## src/rtl/stlp_pkg.sv

```systemverilog
`timescale 1ns / 1ps
// shared constants, codes and types of the binary stl record parser
package stlp_pkg;

   localparam int HEADER_BYTES   = 80;
   localparam int PREAMBLE_BYTES = 84;
   localparam int RECORD_BYTES   = 50;
   localparam int COORD_START    = 12;
   localparam int COORD_COUNT    = 9;

   localparam int LEN_W    = 38;
   localparam int OFF_W    = 7;
   localparam int WORD_W   = 32;
   localparam int PART_W   = 24;
   localparam int MULT_W   = 14;
   localparam int CSR_AW   = 4;
   localparam int CSR_DW   = 64;

   localparam int QUEUE_DEPTH = 4;
   localparam int QPTR_W      = $clog2(QUEUE_DEPTH);
   localparam int QCNT_W      = $clog2(QUEUE_DEPTH + 1);

   localparam logic [OFF_W-1:0] OFF_HDR_COUNT   = OFF_W'(HEADER_BYTES);
   localparam logic [OFF_W-1:0] OFF_COUNT_BYTE  = OFF_W'(PREAMBLE_BYTES - 1);
   localparam logic [OFF_W-1:0] OFF_REC_LAST    = OFF_W'(RECORD_BYTES - 1);
   localparam logic [OFF_W-1:0] OFF_COORD_FIRST = OFF_W'(COORD_START);
   localparam logic [OFF_W-1:0] OFF_COORD_END   = OFF_W'(COORD_START + 4 * COORD_COUNT);
   localparam logic [LEN_W-1:0] LEN_PREAMBLE    = LEN_W'(PREAMBLE_BYTES);
   localparam logic [MULT_W-1:0] RECORD_MULT    = MULT_W'(RECORD_BYTES);
   localparam logic [3:0]       COORD_IDX_MAX   = 4'(COORD_COUNT - 1);

   // register select is paddr bit 3 (one 64-bit register per 8 bytes)
   localparam logic CSR_SEL_FILE_LENGTH = 1'b0;

   typedef enum logic [1:0] {
      PH_HEADER  = 2'd0,
      PH_RECORDS = 2'd1,
      PH_DISCARD = 2'd2
   } phase_type;

   typedef enum logic [2:0] {
      ST_COORD       = 3'd0,
      ST_DONE        = 3'd1,
      ST_NOT_BINARY  = 3'd2,
      ST_ZERO_FACETS = 3'd3,
      ST_NON_FINITE  = 3'd4,
      ST_MISMATCH    = 3'd5
   } status_type;

   typedef struct packed {
      status_type        status;
      logic [WORD_W-1:0] bits;
      logic [3:0]        index;
      logic [WORD_W-1:0] facet;
   } result_type;

endpackage

```

## src/rtl/stlp_front.sv

```systemverilog
`timescale 1ns / 1ps
// front end: byte tracking, word assembly and classification into result items
module stlp_front (
   input  logic                        clock,
   input  logic                        reset,
   input  logic                        accept,
   input  logic [7:0]                  data_byte,
   input  logic                        last_byte,
   input  logic [stlp_pkg::LEN_W-1:0]  file_length,
   output logic                        emit,
   output stlp_pkg::result_type        result
);

   stlp_pkg::phase_type phase_ff, phase_in;
   logic [stlp_pkg::OFF_W-1:0]  off_ff, off_in;
   logic [stlp_pkg::PART_W-1:0] partial_ff, partial_in;
   logic [stlp_pkg::LEN_W-1:0]  acc_ff, acc_in;
   logic [stlp_pkg::WORD_W-1:0] counter_ff, counter_in;
   logic [stlp_pkg::WORD_W-1:0] total_ff, total_in;
   logic [stlp_pkg::WORD_W-1:0] last_fac_ff, last_fac_in;

   logic [stlp_pkg::MULT_W-1:0] byte_mult;
   logic [stlp_pkg::LEN_W-1:0]  expect_len;
   logic [stlp_pkg::WORD_W-1:0] word;
   logic [stlp_pkg::OFF_W-1:0]  rel_full;
   logic [5:0]                  rel;
   logic [1:0]                  pos;
   logic in_coord, hdr_pre, len_match, hdr_bad, at_last_facet, rec_end, rec_final;
   logic word_done, non_finite, fire;
   logic restart, enter_records, to_discard;

   assign byte_mult     = stlp_pkg::MULT_W'(data_byte) * stlp_pkg::RECORD_MULT;
   assign expect_len    = acc_ff + {byte_mult, stlp_pkg::PART_W'(0)};
   assign word          = {data_byte, partial_ff};
   assign rel_full      = off_ff - stlp_pkg::OFF_COORD_FIRST;
   assign rel           = rel_full[5:0];
   assign pos           = rel[1:0];
   assign in_coord      = (off_ff >= stlp_pkg::OFF_COORD_FIRST) &&
                          (off_ff < stlp_pkg::OFF_COORD_END);
   assign hdr_pre       = off_ff < stlp_pkg::OFF_COUNT_BYTE;
   assign len_match     = file_length == expect_len;
   assign hdr_bad       = !len_match || (word == '0);
   assign at_last_facet = counter_ff == last_fac_ff;
   assign rec_end       = off_ff == stlp_pkg::OFF_REC_LAST;
   assign rec_final     = rec_end && at_last_facet;
   assign word_done     = in_coord && (pos == 2'd3);
   assign non_finite    = word[30:23] == 8'hFF;

   // file-level decisions for this byte
   always_comb begin
      restart       = 1'b0;
      enter_records = 1'b0;
      to_discard    = 1'b0;
      case (phase_ff)
         stlp_pkg::PH_HEADER: begin
            if (hdr_pre) begin
               restart = last_byte;
            end else if (hdr_bad || last_byte) begin
               restart    = last_byte;
               to_discard = !last_byte;
            end else begin
               enter_records = 1'b1;
            end
         end
         stlp_pkg::PH_RECORDS: begin
            if (last_byte && !rec_final) begin
               restart = 1'b1;
            end else if (word_done && non_finite) begin
               to_discard = 1'b1;
            end else if (rec_final) begin
               restart    = last_byte;
               to_discard = !last_byte;
            end
         end
         default: begin
            restart = last_byte;
         end
      endcase
   end

   // next phase
   always_comb begin
      phase_in = phase_ff;
      if (restart) begin
         phase_in = stlp_pkg::PH_HEADER;
      end else if (to_discard) begin
         phase_in = stlp_pkg::PH_DISCARD;
      end else if (enter_records) begin
         phase_in = stlp_pkg::PH_RECORDS;
      end
   end

   // counters and word assembly
   always_comb begin
      off_in      = off_ff;
      partial_in  = partial_ff;
      acc_in      = acc_ff;
      counter_in  = counter_ff;
      total_in    = total_ff;
      last_fac_in = last_fac_ff;
      if (restart) begin
         off_in      = '0;
         partial_in  = '0;
         acc_in      = stlp_pkg::LEN_PREAMBLE;
         counter_in  = '0;
         total_in    = '0;
         last_fac_in = '0;
      end else begin
         case (phase_ff)
            stlp_pkg::PH_HEADER: begin
               if (hdr_pre) begin
                  off_in = off_ff + 1'b1;
                  if (off_ff >= stlp_pkg::OFF_HDR_COUNT) begin
                     partial_in[{off_ff[1:0], 3'b000} +: 8] = data_byte;
                     acc_in = acc_ff + (stlp_pkg::LEN_W'(byte_mult) << {off_ff[1:0], 3'b000});
                  end
               end else begin
                  partial_in = '0;
                  if (enter_records) begin
                     total_in    = word;
                     last_fac_in = word - 1'b1;
                     counter_in  = '0;
                     off_in      = '0;
                  end
               end
            end
            stlp_pkg::PH_RECORDS: begin
               if (in_coord) begin
                  off_in = off_ff + 1'b1;
                  if (pos != 2'd3) begin
                     partial_in[{pos, 3'b000} +: 8] = data_byte;
                  end else begin
                     partial_in = '0;
                  end
               end else if (rec_end) begin
                  off_in     = '0;
                  counter_in = counter_ff + 1'b1;
               end else begin
                  off_in = off_ff + 1'b1;
               end
            end
            default: begin
            end
         endcase
      end
   end

   // result item for this byte
   always_comb begin
      fire   = 1'b0;
      result = '0;
      case (phase_ff)
         stlp_pkg::PH_HEADER: begin
            if (hdr_pre) begin
               if (last_byte) begin
                  fire          = 1'b1;
                  result.status = (file_length < stlp_pkg::LEN_PREAMBLE) ?
                                  stlp_pkg::ST_NOT_BINARY : stlp_pkg::ST_MISMATCH;
               end
            end else if (!len_match) begin
               fire          = 1'b1;
               result.status = stlp_pkg::ST_NOT_BINARY;
            end else if (word == '0) begin
               fire          = 1'b1;
               result.status = stlp_pkg::ST_ZERO_FACETS;
            end else if (last_byte) begin
               fire          = 1'b1;
               result.status = stlp_pkg::ST_MISMATCH;
            end
         end
         stlp_pkg::PH_RECORDS: begin
            if (last_byte && !rec_final) begin
               fire          = 1'b1;
               result.status = stlp_pkg::ST_MISMATCH;
               result.facet  = counter_ff;
            end else if (word_done) begin
               fire          = 1'b1;
               result.status = non_finite ? stlp_pkg::ST_NON_FINITE : stlp_pkg::ST_COORD;
               result.bits   = word;
               result.index  = rel[5:2];
               result.facet  = counter_ff;
            end else if (rec_final) begin
               fire          = 1'b1;
               result.status = last_byte ? stlp_pkg::ST_DONE : stlp_pkg::ST_MISMATCH;
               result.facet  = total_ff;
            end
         end
         default: begin
         end
      endcase
   end

   assign emit = accept && fire;

   always_ff @(posedge clock) begin
      if (reset) begin
         phase_ff    <= stlp_pkg::PH_HEADER;
         off_ff      <= '0;
         partial_ff  <= '0;
         acc_ff      <= stlp_pkg::LEN_PREAMBLE;
         counter_ff  <= '0;
         total_ff    <= '0;
         last_fac_ff <= '0;
      end else if (accept) begin
         phase_ff    <= phase_in;
         off_ff      <= off_in;
         partial_ff  <= partial_in;
         acc_ff      <= acc_in;
         counter_ff  <= counter_in;
         total_ff    <= total_in;
         last_fac_ff <= last_fac_in;
      end
   end

endmodule

```

## src/rtl/stlp_back.sv

```systemverilog
`timescale 1ns / 1ps
// back end: result queue that holds finished items until they are popped
module stlp_back (
   input  logic                 clock,
   input  logic                 reset,
   input  logic                 push,
   input  stlp_pkg::result_type push_item,
   input  logic                 pop,
   output logic                 full,
   output logic                 empty,
   output stlp_pkg::result_type head
);

   stlp_pkg::result_type slots_ff [stlp_pkg::QUEUE_DEPTH];
   logic [stlp_pkg::QPTR_W-1:0] wr_ptr_ff, wr_ptr_in;
   logic [stlp_pkg::QPTR_W-1:0] rd_ptr_ff, rd_ptr_in;
   logic [stlp_pkg::QCNT_W-1:0] count_ff, count_in;
   logic do_pop;

   assign full   = count_ff == stlp_pkg::QCNT_W'(stlp_pkg::QUEUE_DEPTH);
   assign empty  = count_ff == '0;
   assign do_pop = pop && !empty;
   assign head   = slots_ff[rd_ptr_ff];

   always_comb begin
      wr_ptr_in = push ? wr_ptr_ff + 1'b1 : wr_ptr_ff;
      rd_ptr_in = do_pop ? rd_ptr_ff + 1'b1 : rd_ptr_ff;
      case ({push, do_pop})
         2'b10:   count_in = count_ff + 1'b1;
         2'b01:   count_in = count_ff - 1'b1;
         default: count_in = count_ff;
      endcase
   end

   always_ff @(posedge clock) begin
      if (push) begin
         slots_ff[wr_ptr_ff] <= push_item;
      end
   end

   always_ff @(posedge clock) begin
      if (reset) begin
         wr_ptr_ff <= '0;
         rd_ptr_ff <= '0;
         count_ff  <= '0;
      end else begin
         wr_ptr_ff <= wr_ptr_in;
         rd_ptr_ff <= rd_ptr_in;
         count_ff  <= count_in;
      end
   end

endmodule

```

## src/rtl/binary_stl_record_parser_unit.sv

```systemverilog
`timescale 1ns / 1ps
// top level of the binary stl record parser
// Takes one file byte per clock while full is low; full rises only when four
// results wait unpopped in the result queue, so with a consumer that pops as
// results appear the block sustains one byte per cycle. Each byte is classified
// in the cycle it is accepted; its result, if any, is queued and reaches the
// rsp_ ports once older results are popped. The user must write the file length
// register (address 0, 64-bit data) only while the block is idle; the block does
// not enforce this. After the final byte it is ready for the next file at once.
module binary_stl_record_parser_unit (
   input  logic                          clock,
   input  logic                          reset,
   input  logic                          push,
   output logic                          full,
   input  logic [7:0]                    req_data_byte,
   input  logic                          req_last_byte,
   output logic                          empty,
   input  logic                          pop,
   output logic [2:0]                    rsp_status,
   output logic [31:0]                   rsp_coordinate_bits,
   output logic [3:0]                    rsp_coordinate_index,
   output logic [31:0]                   rsp_facet_index,
   input  logic                          psel,
   input  logic                          penable,
   input  logic                          pwrite,
   input  logic [stlp_pkg::CSR_AW-1:0]   paddr,
   input  logic [stlp_pkg::CSR_DW-1:0]   pwdata,
   output logic [stlp_pkg::CSR_DW-1:0]   prdata,
   output logic                          pready
);

   logic [stlp_pkg::LEN_W-1:0] len_ff, len_in;
   logic                       len_wr;
   logic                       accept;
   logic                       emit;
   stlp_pkg::result_type       front_item;
   stlp_pkg::result_type       head;

   assign pready = 1'b1;
   assign len_wr = psel && penable && pwrite && pready &&
                   (paddr[3] == stlp_pkg::CSR_SEL_FILE_LENGTH);
   assign len_in = len_wr ? pwdata[stlp_pkg::LEN_W-1:0] : len_ff;
   assign prdata = (paddr[3] == stlp_pkg::CSR_SEL_FILE_LENGTH) ?
                   stlp_pkg::CSR_DW'(len_ff) : '0;

   always_ff @(posedge clock) begin
      if (reset) begin
         len_ff <= '0;
      end else begin
         len_ff <= len_in;
      end
   end

   assign accept = push && !full;

   stlp_front u_front (
      .clock       (clock),
      .reset       (reset),
      .accept      (accept),
      .data_byte   (req_data_byte),
      .last_byte   (req_last_byte),
      .file_length (len_ff),
      .emit        (emit),
      .result      (front_item)
   );

   stlp_back u_back (
      .clock     (clock),
      .reset     (reset),
      .push      (emit),
      .push_item (front_item),
      .pop       (pop),
      .full      (full),
      .empty     (empty),
      .head      (head)
   );

   assign rsp_status           = head.status;
   assign rsp_coordinate_bits  = head.bits;
   assign rsp_coordinate_index = head.index;
   assign rsp_facet_index      = head.facet;

endmodule

```

## config.mk

```make
export PLATFORM = sky130hd
export DESIGN_NAME = binary_stl_record_parser_unit
export DESIGN_NICKNAME = d
export VERILOG_FILES = /design/src/rtl/stlp_pkg.sv /design/src/rtl/stlp_front.sv /design/src/rtl/stlp_back.sv /design/src/rtl/binary_stl_record_parser_unit.sv
export SDC_FILE = /design/constraint.sdc
export NUM_CORES = 1
export LEC_CHECK = 0
export BUFFER_PORTS_ARGS = -buffer_cell sky130_fd_sc_hd__buf_2
export CAP_MARGIN = 20
export CORE_MARGIN = 2
export CORE_UTILIZATION = 50
export CTS_CLUSTER_DIAMETER = 50
export DETAILED_ROUTE_END_ITERATION = 6
export PLACE_DENSITY_LB_ADDON = 0.1
export SYNTH_ARGS = -nofsm -noshare
export SYNTH_HDL_FRONTEND = slang
export SYNTH_SLANG_ARGS = --single-unit
```

## constraint.sdc

```tcl
create_clock -name clock -period 15.4 [get_ports clock]
set_input_delay 0.77 -clock clock [delete_from_list [all_inputs] [get_ports clock]]
set_output_delay 0.77 -clock clock [all_outputs]
set_load 0.01 [all_outputs]
```

==> flow_metrics.env <==
export IMPL_post_synth_inst_count=2273
export IMPL_critPathArrivalTime_ns=7.87
export IMPL_route_detailed_wl_per_inst_um=21.6
export IMPL_cts_made_buffers=55
export IMPL_grt_use_total_pct=26.2
export IMPL_kind_of_start_point_of_the_critical_path="input port"
export IMPL_design_die_area_um2=51500
export IMPL_worst_hold_path_num_cells=3
export IMPL_synthesis_yosys_warnings=0
export IMPL_post_cts_repair_setup_buffers=0
export IMPL_post_synth_cell_area_avg_um2=10.9
export IMPL_pwr_density_cell_nw_per_um2=126
export IMPL_placement_io_buffers=165
export IMPL_areaGrowthSynthToFinish_pct=12.8
export IMPL_finClkSkew_ns=0.0186
export IMPL_placement_rows=81
export IMPL_path_type_of_the_worst_setup_path="input port to flop"
export IMPL_critical_path_required_ns=15.64
export IMPL_multi_input_comb_area_um2=11200
export IMPL_path_common_cell="ha_1"
export IMPL_cts_sinks=497
export IMPL_cts_tree="yes"
export IMPL_die_width_um=227
export IMPL_drt_iter0_drc=1443
export IMPL_hold_path_class="input port to flop"
export IMPL_final_layout_size_suffix_gt1_share_pct=16.3
export IMPL_placedInstanceArea_um2=26200
export IMPL_synth_xor_area_share_pct=5.11
export IMPL_io_pins=222
export IMPL_die_ht_um=227
export IMPL_timing_rr_start="u_front.acc_ff[25]"
export IMPL_slew_at_the_pin_closest_to_its_max_slew_limit_ns=1.03
export IMPL_number_of_global_route_vias_before_repair=17842
export IMPL_cpMaxStageDelayCell="and2_4"
export IMPL_clk_latency_ns=0.61
export IMPL_holdBufCountCts=0
export IMPL_initial_core_util_pct=50.7
export IMPL_synth_async_sr_flop_share_pct=0
export IMPL_share_of_the_synthesized_area_in_compound_gates_ao_oa_aoi_oai_pct=11.8
export IMPL_clock_tree_buffer_depth=3
export IMPL_fraction_of_synthesized_cell_area_taken_by_the_top_area_cell_type_pct=34.3
export IMPL_cts_clk_slew_worst_paths_ns=0.06
export IMPL_final_setup_viol_count=0
export IMPL_layout_nets=2581
export IMPL_crit_path_cell_trace="buf_2 -> inv_1 -> ha_1 -> ha_1 -> fa_1 -> ha_1 -> nor2b_1 -> o21ai_1 -> a21boi_0 -> o21ai_1 -> nand2b_1 -> xnor2_1 -> buf_4 -> inv_1 -> ha_1 -> xnor2_1 -> mux2_2 -> a211oi_1 -> nor3_2 -> o211a_1 -> o21ai_1 -> and2_4 -> buf_4"
export IMPL_drt_pass1_iterations=6
export IMPL_route_final_wire_length_um=66900
export IMPL_finalWorstPathRequiredPeriod_ns=7.64
export IMPL_syn_cell_area_um2=24900
export IMPL_synthAdderAreaFrac_pct=5.52
export IMPL_root_buffer="clkbuf_16"
export IMPL_n_fill_cell=4230
export IMPL_worst_hold_end="len_ff[11]"
export IMPL_status="completed"
export IMPL_area_inside_the_core_boundary_um2=49100
export IMPL_routed_via_count=18240
export IMPL_grt_start_max_net_pins=96
export IMPL_global_route_wire_length_before_repair_um=104000
export IMPL_antenna_found_initial=0
export IMPL_globalRouteOverflowTotal=0
export IMPL_worstPathMaxFanout=38
export IMPL_synth_largest_area_cell="edfxtp_1"
export IMPL_final_hold_violating_endpoints=0
export IMPL_cell_family_with_the_largest_share_of_critical_path_delay="compound AO/OA/AOI/OAI gates"
export IMPL_detailedPlacementHpwl_um=45600
export IMPL_worst_reg2reg_endpoint="u_back.slots_ff[2][11]"
export IMPL_timing_critical_path_slowest_cell_delay_ns=0.71
export IMPL_setup_repair_after_global_routing_missed_its_margin="false"
export IMPL_place_gp_congestion=0.913
export IMPL_drc=0
export IMPL_regToRegSetupSlack_ns=10.24
export IMPL_synth_seq_cells=497
export IMPL_synth_cell_type_count=78
export IMPL_critical_path_buf_inv_count=5
export IMPL_worstHoldStart="pwdata[11]"
export IMPL_final_min_period_over_clock_period_pct=49.6
export IMPL_seq_area_um2=12800
export IMPL_synth_seq_area_share_pct=51.5
export IMPL_critical_path_endpoint_type="flop"
export IMPL_ant_nets=0
export IMPL_finalInstanceArea_um2=28000
export IMPL_clock_tree_htree_level_count=2
export IMPL_post_cts_gate_resize_count=0
export IMPL_netlist_top_cells_area="edfxtp_1, dfxtp_1, mux4_2"
export IMPL_reg2regPathDepth=14
export IMPL_synth_top_family_by_area="simple AND/OR/NAND/NOR gates"
export IMPL_slew_headroom_pct=31.4
export IMPL_leakage_power_uw=0.0106
export IMPL_synth_area_mux_share_pct=7.05
export IMPL_setup_tns_ns=0
export IMPL_post_route_util_pct=57.2
export IMPL_vias_per_cell=5.88
export IMPL_ys_flop_type="edfxtp_1"
export IMPL_slew_viol_final=0
export IMPL_fmax_ghz=0.131
export IMPL_synth_simple_area_share_pct=15.1
export IMPL_ir_worst_vdd_uv=75.6
export IMPL_edff_count_synth=284
export IMPL_drv_cap=0
[state kept, by name (all words and copies together), names as in the netlist, 3 cells and up, named ones only]
name                 flops
u_front.acc_ff          37
u_front.total_ff        32
u_back.slots_ff        284
u_front.last_fac_ff     32
u_front.partial_ff      24
u_front.counter_ff      32
u_back.count_ff          3
len_ff                  38
u_front.off_ff           7
[placed cells by master, fill, tap and decap left out, types with 47 or more instances in the layout]
| cell type | n |
|---|---|
| a31oi_1 | 66 |
| clkbuf_16 | 55 |
| nand2_1 | 139 |
| a22oi_1 | 79 |
| xor2_1 | 68 |
| ha_1 | 100 |
| nor4_1 | 50 |
| nor3_1 | 75 |
| buf_2 | 164 |
| xnor2_1 | 77 |
| inv_1 | 67 |
| nor2b_1 | 47 |
| a21oi_1 | 123 |
| edfxtp_1 | 284 |
| nor2_1 | 252 |
| mux4_2 | 71 |
| dfxtp_1 | 211 |
[cells in the mapped netlist, drive strengths merged, types with 10 or more instances]
library cell and instances:
mux4 71, o31ai 10, mux2 10, clkbuf 108, a21oi 124, nand4 28
and3 16, xnor2 77, or4 14, nand2 141, xor2 68, nor3 78
o21ai 49, nor2 253, dfxtp 213, and2 40, buf 52, edfxtp 284
a22oi 79, a21o 34, nor2b 47, nor4 53, nor3b 22, nand3 40
a31oi 66, nand2b 10, inv 67, ha 100
[metrics by stage]
step / worst slack, ns / power [µW] / hold WS (ns) / instances
after floorplan: 8.06 / 1970 / 0.445 / 2298
after global placement: 7.35 / 2180 / 0.467 / 2997
after detailed placement: 7.22 / 2190 / 0.474 / 2998
after CTS: 7.84 / 3550 / 0.374 / 3100
after global routing: 7.47 / 3670 / 0.394 / 3100
final: 7.76 / 3520 / 0.401 / 3101
[worst min-delay path: stages]
cell and delay (ns):
buf_2 0.10, nand2_1 0.05, a21oi_1 0.05
[layout make-up]
class                   instances  area share [%]
diodes                          1         0.00892
clock buffers                  64            5.10
clock inverters                38            1.58
inverters                      69           0.923
multi-input cells            1572            40.0
flip-flops and latches        497            45.6
well taps                     664            2.96
repair buffers                196            3.81
[worst max-delay path by stage]
stage                                 from                      to  slack (ns)  cells past startpoint
after floorplan           req_data_byte[1]   u_back.slots_ff[0][0]        8.06                     23
after global placement    req_data_byte[2]  u_back.slots_ff[2][18]        7.35                     23
after detailed placement  req_data_byte[2]  u_back.slots_ff[2][13]        7.22                     23
after CTS                 req_data_byte[2]  u_back.slots_ff[2][13]        7.84                     23
after global routing      req_data_byte[2]  u_back.slots_ff[2][11]        7.47                     23
final                     req_data_byte[2]  u_back.slots_ff[2][11]        7.76                     23
[layer usage]
| layer | vias up | routed length [µm] | GRT usage, % |
|---|---|---|---|
| li1 | 8609 | - | - |
| met1 | 8921 | 29400 | 35.7 |
| met2 | 580 | 31300 | 42.2 |
| met3 | 130 | 3860 | 4.31 |
| met4 | 0 | 2390 | 10.1 |
| met5 | - | 0 | 0 |
[where the power goes]
group	switching [µW]	internal (µW)
clock	553	806
combinational	397	271
sequential	42.4	1450
total	992	2530
[cells by family after synthesis]
group                    after synthesis
buffers and inverters                229
AO/OA/AOI/OAI                        446
flip-flops                           497
other                                  2
adder cells (fa/ha/maj)              106
XOR/XNOR                             145
multiplexers                          85
AND/OR/NAND/NOR                      763
Power figures use the tool's default switching activity.
